## config.mk

```make
export PLATFORM = sky130hd
export DESIGN_NAME = stable_max_priority_queue_unit
export DESIGN_NICKNAME = d
export VERILOG_FILES = /design/src/hw/rtl/smpq_pkg.sv /design/src/hw/rtl/stable_max_priority_queue_unit.sv
export SDC_FILE = /design/constraint.sdc
export NUM_CORES = 2
export LEC_CHECK = 0
export BUFFER_PORTS_ARGS = -buffer_cell sky130_fd_sc_hd__buf_2
export CORE_ASPECT_RATIO = 1.25
export CORE_MARGIN = 2
export CORE_UTILIZATION = 55
export DETAILED_ROUTE_END_ITERATION = 10
export MAX_ROUTING_LAYER = met4
export PLACE_DENSITY = 0.73
export SLEW_MARGIN = 20
export SYNTH_ARGS = -nofsm -noshare
export SYNTH_HDL_FRONTEND = slang
export SYNTH_SLANG_ARGS = --single-unit
```

## constraint.sdc

```tcl
create_clock -name clock -period 21.1 [get_ports clock]
set_input_delay 4.22 -clock clock [delete_from_list [all_inputs] [get_ports clock]]
set_output_delay 4.22 -clock clock [all_outputs]
set_load 0.02 [all_outputs]
```

## src/hw/rtl/smpq_pkg.sv

```systemverilog
// ----------------------------------------------------------------------------
// smpq_pkg
// Operation and status codes and the stored entry layout of the stable
// max priority queue.
// ----------------------------------------------------------------------------
package smpq_pkg;

   localparam int PRIO_W    = 16;
   localparam int TAG_W     = 16;
   localparam int ARRIVAL_W = 32;
   localparam int OCC_W     = 7;
   localparam int OP_W      = 2;
   localparam int STATUS_W  = 3;
   localparam int REQ_DATA_W = 32;
   localparam int RSP_DATA_W = 40;

   localparam logic [OP_W-1:0] OP_INSERT = 2'd0;
   localparam logic [OP_W-1:0] OP_SERVE  = 2'd1;
   localparam logic [OP_W-1:0] OP_CLEAR  = 2'd2;

   localparam logic [STATUS_W-1:0] ST_INSERTED = 3'd0;
   localparam logic [STATUS_W-1:0] ST_SERVED   = 3'd1;
   localparam logic [STATUS_W-1:0] ST_EMPTY    = 3'd2;
   localparam logic [STATUS_W-1:0] ST_FULL     = 3'd3;
   localparam logic [STATUS_W-1:0] ST_CLEARED  = 3'd4;

   typedef struct packed {
      logic [ARRIVAL_W-1:0] arrival;
      logic [TAG_W-1:0]     tag;
      logic [PRIO_W-1:0]    prio;
   } entry_type;

endpackage

```

## src/hw/rtl/stable_max_priority_queue_unit.sv

```systemverilog
// Insert and clear give their result in the cycle after acceptance.
// A serve does one entry memory read and one compare per held entry, then
// one write-back of the last entry into the freed slot.
// Throughput: one transaction at a time; an empty serve or a full insert
// completes like an insert. Reset clears occupancy and the arrival counter;
// entry memory contents stay undefined until written.
// ----------------------------------------------------------------------------
// stable_max_priority_queue_unit
// Unsorted entry memory scanned by one shared priority/arrival comparator;
// the served slot is refilled from the last entry.
// ----------------------------------------------------------------------------
module stable_max_priority_queue_unit #(
   parameter int DEPTH = 64
) (
   input  logic                              clock,
   input  logic                              reset,
   input  logic                              req_tvalid,
   output logic                              req_tready,
   // [15:0] priority_req, [31:16] payload_tag
   input  logic [smpq_pkg::REQ_DATA_W-1:0]   req_tdata,
   // [1:0] operation
   input  logic [smpq_pkg::OP_W-1:0]         req_tuser,
   output logic                              rsp_tvalid,
   input  logic                              rsp_tready,
   // [15:0] served_tag, [31:16] served_priority, [38:32] occupancy, [39] zero
   output logic [smpq_pkg::RSP_DATA_W-1:0]   rsp_tdata,
   // [2:0] status
   output logic [smpq_pkg::STATUS_W-1:0]     rsp_tuser
);
   import smpq_pkg::*;

   localparam int IDX_W = $clog2(DEPTH);
   localparam int CNT_W = $clog2(DEPTH + 1);

   typedef enum logic [1:0] {
      S_IDLE = 2'b01,
      S_SCAN = 2'b10
   } state_type;

   state_type          state_ff, state_in;
   logic [CNT_W-1:0]   count_ff, count_in;
   logic [ARRIVAL_W-1:0] arrival_ff, arrival_in;
   logic [CNT_W-1:0]   issue_ff, issue_in;
   logic               vld_ff, vld_in;
   logic [IDX_W-1:0]   vidx_ff;
   entry_type          rd_data_ff;
   entry_type          best_ff, best_in;
   logic [IDX_W-1:0]   best_idx_ff, best_idx_in;
   logic               rsp_valid_ff, rsp_valid_in;
   logic [STATUS_W-1:0] rsp_status_ff, rsp_status_in;
   logic [TAG_W-1:0]   rsp_tag_ff, rsp_tag_in;
   logic [PRIO_W-1:0]  rsp_prio_ff, rsp_prio_in;
   logic [CNT_W-1:0]   rsp_occ_ff, rsp_occ_in;

   entry_type          entry_mem [DEPTH];
   logic               mem_we;
   logic [IDX_W-1:0]   mem_waddr;
   entry_type          mem_wdata;
   logic               rd_en;

   logic               accept;
   logic               take;
   logic               scan_done;
   logic [CNT_W-1:0]   count_dec;
   logic [PRIO_W-1:0]  req_prio;
   logic [TAG_W-1:0]   req_tag;

   function automatic logic goes_first(entry_type a, entry_type b);
      logic [ARRIVAL_W-1:0] diff;
      diff = a.arrival - b.arrival;
      if (a.prio != b.prio) begin
         return a.prio > b.prio;
      end
      return diff[ARRIVAL_W-1];
   endfunction

   assign req_prio  = req_tdata[PRIO_W-1:0];
   assign req_tag   = req_tdata[PRIO_W+TAG_W-1:PRIO_W];
   assign req_tready = (state_ff == S_IDLE) && (!rsp_valid_ff || rsp_tready);
   assign accept    = req_tvalid && req_tready;
   assign count_dec = count_ff - CNT_W'(1);
   assign rd_en     = (state_ff == S_SCAN) && (issue_ff < count_ff);
   assign take      = (vidx_ff == '0) || goes_first(rd_data_ff, best_ff);
   assign scan_done = vld_ff && (vidx_ff == IDX_W'(count_dec));

   always_comb begin
      state_in      = state_ff;
      count_in      = count_ff;
      arrival_in    = arrival_ff;
      issue_in      = issue_ff;
      vld_in        = rd_en;
      best_in       = best_ff;
      best_idx_in   = best_idx_ff;
      rsp_valid_in  = rsp_valid_ff && !rsp_tready;
      rsp_status_in = rsp_status_ff;
      rsp_tag_in    = rsp_tag_ff;
      rsp_prio_in   = rsp_prio_ff;
      rsp_occ_in    = rsp_occ_ff;
      mem_we        = 1'b0;
      mem_waddr     = count_ff[IDX_W-1:0];
      mem_wdata     = '{arrival: arrival_ff, tag: req_tag, prio: req_prio};
      if (rd_en) begin
         issue_in = issue_ff + CNT_W'(1);
      end
      case (state_ff)
         S_IDLE: begin
            if (accept) begin
               rsp_tag_in  = '0;
               rsp_prio_in = '0;
               if (req_tuser == OP_INSERT) begin
                  if (count_ff >= CNT_W'(DEPTH)) begin
                     rsp_status_in = ST_FULL;
                     rsp_occ_in    = count_ff;
                  end else begin
                     mem_we        = 1'b1;
                     count_in      = count_ff + CNT_W'(1);
                     arrival_in    = arrival_ff + ARRIVAL_W'(1);
                     rsp_status_in = ST_INSERTED;
                     rsp_occ_in    = count_ff + CNT_W'(1);
                  end
                  rsp_valid_in = 1'b1;
               end else if (req_tuser == OP_CLEAR) begin
                  count_in      = '0;
                  arrival_in    = '0;
                  rsp_status_in = ST_CLEARED;
                  rsp_occ_in    = '0;
                  rsp_valid_in  = 1'b1;
               end else if (count_ff == '0) begin
                  rsp_status_in = ST_EMPTY;
                  rsp_occ_in    = '0;
                  rsp_valid_in  = 1'b1;
               end else begin
                  issue_in = '0;
                  state_in = S_SCAN;
               end
            end
         end
         S_SCAN: begin
            if (vld_ff && take) begin
               best_in     = rd_data_ff;
               best_idx_in = vidx_ff;
            end
            if (scan_done) begin
               mem_we        = 1'b1;
               mem_waddr     = take ? vidx_ff : best_idx_ff;
               mem_wdata     = rd_data_ff;
               count_in      = count_dec;
               rsp_status_in = ST_SERVED;
               rsp_tag_in    = take ? rd_data_ff.tag : best_ff.tag;
               rsp_prio_in   = take ? rd_data_ff.prio : best_ff.prio;
               rsp_occ_in    = count_dec;
               rsp_valid_in  = 1'b1;
               state_in      = S_IDLE;
            end
         end
         default: begin
            state_in = S_IDLE;
         end
      endcase
   end

   always_ff @(posedge clock) begin
      if (reset) begin
         state_ff     <= S_IDLE;
         count_ff     <= '0;
         arrival_ff   <= '0;
         issue_ff     <= '0;
         vld_ff       <= 1'b0;
         rsp_valid_ff <= 1'b0;
      end else begin
         state_ff     <= state_in;
         count_ff     <= count_in;
         arrival_ff   <= arrival_in;
         issue_ff     <= issue_in;
         vld_ff       <= vld_in;
         rsp_valid_ff <= rsp_valid_in;
      end
   end

   always_ff @(posedge clock) begin
      vidx_ff       <= issue_ff[IDX_W-1:0];
      best_ff       <= best_in;
      best_idx_ff   <= best_idx_in;
      rsp_status_ff <= rsp_status_in;
      rsp_tag_ff    <= rsp_tag_in;
      rsp_prio_ff   <= rsp_prio_in;
      rsp_occ_ff    <= rsp_occ_in;
   end

   always_ff @(posedge clock) begin
      if (mem_we) begin
         entry_mem[mem_waddr] <= mem_wdata;
      end
   end

   always_ff @(posedge clock) begin
      if (rd_en) begin
         rd_data_ff <= entry_mem[issue_ff[IDX_W-1:0]];
      end
   end

   assign rsp_tvalid = rsp_valid_ff;
   assign rsp_tuser  = rsp_status_ff;
   assign rsp_tdata  = {1'b0, OCC_W'(rsp_occ_ff), rsp_prio_ff, rsp_tag_ff};

endmodule

```

=== Word-level counts from Yosys, hierarchy flattened ===
Memories as Yosys holds them, arrays and structs flattened. A register that Yosys moved wholly into a read port is not among the register bits.
Cells that the tools add are included.

* Equal/unequal tests: 13
* Add/sub/neg operators: 5
* Reduce and logical (&&, ||, !) cells: 21
* Mux-type cells: 61
* Order comparisons: 3

{| class="wikitable"
|+ Operator list
! operator !! count
|-
| $mux W64 || 2
|-
| $mux W7 || 15
|-
| $mux W32 || 3
|-
| $mux W16 || 5
|-
| $pmux W16 S2 || 2
|-
| $add A32 B1 Y32 const B || 1
|-
| $sub A32 B32 Y32 || 1
|-
| $pmux W7 S2 || 2
|-
| $mux W6 || 3
|-
| $gt A16 B16 Y1 || 1
|-
| $ne A16 B16 Y1 || 1
|-
| $mux W3 || 5
|-
| $add A7 B1 Y7 const B || 2
|-
| $mux W1 || 14
|-
| $mux W2 || 6
|-
| $ne A2 B2 Y1 const B || 6
|-
| $reduce_and A4 Y1 || 3
|-
| $ge A7 B7 Y1 const B || 1
|-
| $logic_not A7 Y1 || 1
|-
| $lt A7 B7 Y1 || 1
|-
| $sub A7 B1 Y7 const B || 1
|-
| $eq A6 B6 Y1 || 1
|-
| $logic_and A1 B1 Y1 || 6
|-
| $logic_not A6 Y1 || 1
|-
| 14 further kinds || 19
|}

* Flip-flop bits (word level): 168
* Word-level logic and storage cells: 119
* Input port bits: 38
* Memories kept: 1
* RAM bits: 4096
* Output and inout bits: 45

{| class="wikitable"
|+ Memory list
! name !! words !! width !! read ports !! clocked after memory_dff !! wr ports !! line !! text
|-
| entry_mem || 64 || 64 || 1 || 1 || 1 || stable_max_priority_queue_unit.sv:55 || <nowiki>entry_type entry_mem [DEPTH];</nowiki>
|}

=== Logic depth before layout (Yosys ltp) ===
* Depth after elaboration: 8
* Depth in mapped cells: 14
* Depth with buffers taken out: 11

=== Least setup slack after synthesis ===
Ideal clock, no wire load.

* Kind: input -> register
* Start: input req_tuser[1] (netlist name)
* End: memory entry_mem[53][0] (netlist name), enable pin
* Stages on the path: 7
* Library setup time: 0.644 ns
* Slack: 9.001 ns
* Path buffers: 0
* Data arrival time: 11.455 ns
* Required time: 20.456 ns
* Path through: or2_2 nor2_1 nand2_1 a21oi_4 o41a_2 nand2_1 nor4_1

* Cells in the longest elaborated chain, start to end: 6

{| class="wikitable"
|+ Ends and longest elaborated chain
! what !! line !! text
|-
| start: declaration || stable_max_priority_queue_unit.sv:22 || <nowiki>input logic [smpq_pkg::OP_W-1:0] req_tuser,</nowiki>
|-
| $logic_not A2 Y1 || stable_max_priority_queue_unit.sv:110 || <nowiki>if (req_tuser == OP_INSERT) begin</nowiki>
|-
| $mux W1 || stable_max_priority_queue_unit.sv:110 ||
|-
| $mux W1 || stable_max_priority_queue_unit.sv:107 || <nowiki>if (accept) begin</nowiki>
|-
| $pmux W1 S2 || stable_max_priority_queue_unit.sv:105 || <nowiki>case (state_ff)</nowiki>
|-
| $mux W1 || stable_max_priority_queue_unit.sv:191 || <nowiki>if (mem_we) begin</nowiki>
|-
| $mux W1 (implied by the code) || stable_max_priority_queue_unit.sv:192 || <nowiki>entry_mem[mem_waddr] <= mem_wdata;</nowiki>
|-
| end: declaration || stable_max_priority_queue_unit.sv:55 ||
|}

No other way between the ends.

=== Worst setup path after layout ===
* Start: input rsp_tready
* End: output req_tready

* Cells in the longest elaborated chain, start to end: 2

{| class="wikitable"
|+ Ends and longest elaborated chain
! what !! line !! text
|-
| start: declaration || stable_max_priority_queue_unit.sv:24 || <nowiki>input logic rsp_tready,</nowiki>
|-
| $logic_or A1 B1 Y1 || stable_max_priority_queue_unit.sv:79 || <nowiki>assign req_tready = (state_ff == S_IDLE) && (!rsp_valid_ff || rsp_tready);</nowiki>
|-
| $logic_and A1 B1 Y1 || stable_max_priority_queue_unit.sv:79 ||
|-
| end: declaration || stable_max_priority_queue_unit.sv:18 || <nowiki>output logic req_tready,</nowiki>
|}

No other way between the ends.

==> reports/metrics.yaml <==
run_status: "completed"
crit_arrival_ns: 4.82
post_cts_buffers: 0
slowest_delay_ns: 0.19
critPathCaptureType: "primary output"
setup_ws_ns: 12.06
stdcell_area_um2: 185000
antenna_found_initial: 34
synth_nets: 6885
max-clock-path-buffers: 4
vias_per_cell: 6.81
place_area_um2: 172000
cts_tree: "done"
drv_slew: 0
fillers: 19300
firstDrtPassIters: 8
rsz0062_at_grt: "no"
period_minus_slack_ns: 9.04
synth_top_area_cell: "edfxtp_1"
path_clk_slew_ns: 0.07
drt.antenna.violating_nets: 0
drtIter0Drc: 12000
post-place-cells: 10700
yosysMostFrequentCell: "edfxtp_1"
synthCells: 6789
cts_sinks: 4328
synth-main-ff-cell: "edfxtp_1"
core-area_um2: 300000
htreeDepth: 5
grt_pass1_wl_mm: 602
fp.dieW_um: 495
async_reset_ff_share_pct: 0
ys_types: 70
power.density_nw_per_um2: 91.6
dieArea_um2: 306000
maxSlewHeadroom_pct: 21.5
gr-usage-all-layers_pct: 29.0
wl_per_cell_um: 37.3
cp_common_cell: "buf_2"
ctsHoldBuffers: 0
fin_setup_tns_ns: 0
finalCritPeriodShare_pct: 42.8
dpl.hpwl_mm: 229
cp.required_ns: 16.88
area_growth_pct: 11.4
synth_top_area_share_pct: 77.3
gp_routability_congestion: 0.830
grt_max_degree: 138
start_util_pct: 55.3
worst_pin_slew_ns: 1.17
synth_seq_cells: 4328
path_class: "in2out"
drive_above_1_share_pct: 31.5
cap_violations: 0
synth-edff-count: 4272
placementRows: 225
ir_worst_vdd_uv: 78.2
drc_errors: 0
ioPinCount: 83
die_h_um: 618
worstPathMaxFanout: 3
dr_total_vias: 78000
cts_resized: 0
io_buffers: 81
place_ws_ns: 12.04
final-setup-viol-count: 0
fmax_mhz: 111
synthTopCellsByArea: "edfxtp_1, mux4_2, dfxtp_1"
fin_util_pct: 61.6
ys_seq_area_share_pct: 77.9
grt-ovfl-total: 0
final_cell_count_no_fill: 11500
clockRootBuffer: "clkbuf_16"
clock_insertion_delay_worst_skew_ns: 0.93
clock_skew_ns: 0.0676
hold_viol: 0
routed_wl_mm: 427
cts_buffers: 398
crit_path_top_delay_cell: "and2_1"
crit_path_start_kind: "input port"
synth.avg_cell_area_um2: 24.5
syn-cell-area_um2: 166000
leakagePower_uw: 0.0557
cp_cell_sequence: "buf_2, nand2b_1, and2_1, buf_2"
grt_pass1_vias: 78900
synth_warnings: 0
holdCritPathClass: "reg2reg"
nNetsFinal: 7257
synthTopCellsByCount: "edfxtp_1, mux4_2, clkbuf_1"
[final cells by class]
type	instances	area (µm²)	area share (%)
multi-input cells	2047	35500	19.2
clock buffers	490	10500	5.68
diodes	24	60.1	0.0325
repair buffers	318	2330	1.26
clock inverters	217	1970	1.07
inverters	68	268	0.145
well taps	3972	4970	2.69
flip-flops and latches	4328	129000	70.0
[sequential cells by signal (all words and copies together), names as in the netlist]
name	count
vidx_ff	6
rsp_tuser	3
rsp_tag_ff	16
rd_data_ff	64
rsp_occ_ff	7
vld_ff	1
arrival_ff	32
best_ff	64
issue_ff	7
rsp_tvalid	1
state_ff	2
rsp_prio_ff	16
entry_mem	4096
count_ff	7
best_idx_ff	6
[final timing paths]
check                            to  slack [ns]           start  cells past startpoint
hold reg to reg         best_ff[32]        0.48  rd_data_ff[32]                      0
setup / recovery         req_tready       12.06      rsp_tready                      4
setup reg to reg  entry_mem[38][46]       14.23   rd_data_ff[8]                     12
hold / removal          best_ff[32]        0.48  rd_data_ff[32]                      0
[metal layers]
layer	vias up	GRT usage, %	routed length (µm)
li1	30100	-	-
met4	0	11.3	19400
met1	41900	38.2	149000
met3	832	5.41	47600
met2	5260	45.4	211000
met5	-	-	0
[critical path: cells and delay by family]
| kind | cells | cell delay, ns |
|---|---|---|
| buffers and inverters | 2 | 0.25 |
| and+or+nand+nor | 2 | 0.35 |
[logic make-up after synthesis]
kind of cell             count (synthesis)  synth area share (%)
adder cells (fa/ha/maj)                 58                 0.437
multiplexers                          1423                  18.7
AND/OR/NAND/NOR                        394                  1.13
buffers and inverters                  414                 0.971
other                                    1               0.00226
AO/OA/AOI/OAI                          133                 0.582
XOR/XNOR                                38                 0.200
flip-flops                            4328                  77.9
[cell usage in the layout, fill, tap and decap left out, drive strengths merged, types with 27 or more instances in the layout]
| master | synthesis | final |
|---|---|---|
| a21oi | 42 | 42 |
| buf | 107 | 318 |
| bufinv | 0 | 32 |
| clkbuf | 239 | 490 |
| clkinv | 0 | 151 |
| dfxtp | 56 | 56 |
| edfxtp | 4272 | 4272 |
| ha | 58 | 58 |
| inv | 68 | 78 |
| mux2 | 39 | 39 |
| mux2i | 40 | 40 |
| mux4 | 1344 | 1344 |
| nand2 | 119 | 119 |
| nor2 | 106 | 106 |
| nor3 | 70 | 70 |
| o21ai | 27 | 27 |
| xor2 | 27 | 27 |
[per-stage QoR]
step / power (µW) / hold WS (ns)
6_report: 16900 / 0.477
5_1_grt: 17300 / 0.503
4_1_cts: 17000 / 0.481
3_5_place_dp: 10100 / 0.474
3_3_place_gp: 10100 / 0.467
2_1_floorplan: 9890 / 0.353
[power by group]
| part | internal [µW] | total [µW] | switching (µW) | leakage, µW |
|---|---|---|---|---|
| logic | 134 | 444 | 310 | 0.0104 |
| registers | 9440 | 9480 | 38.1 | 0.0393 |
| clock network | 3920 | 7020 | 3100 | 0.00604 |
Note: power is estimated with default switching activity, not from simulation.
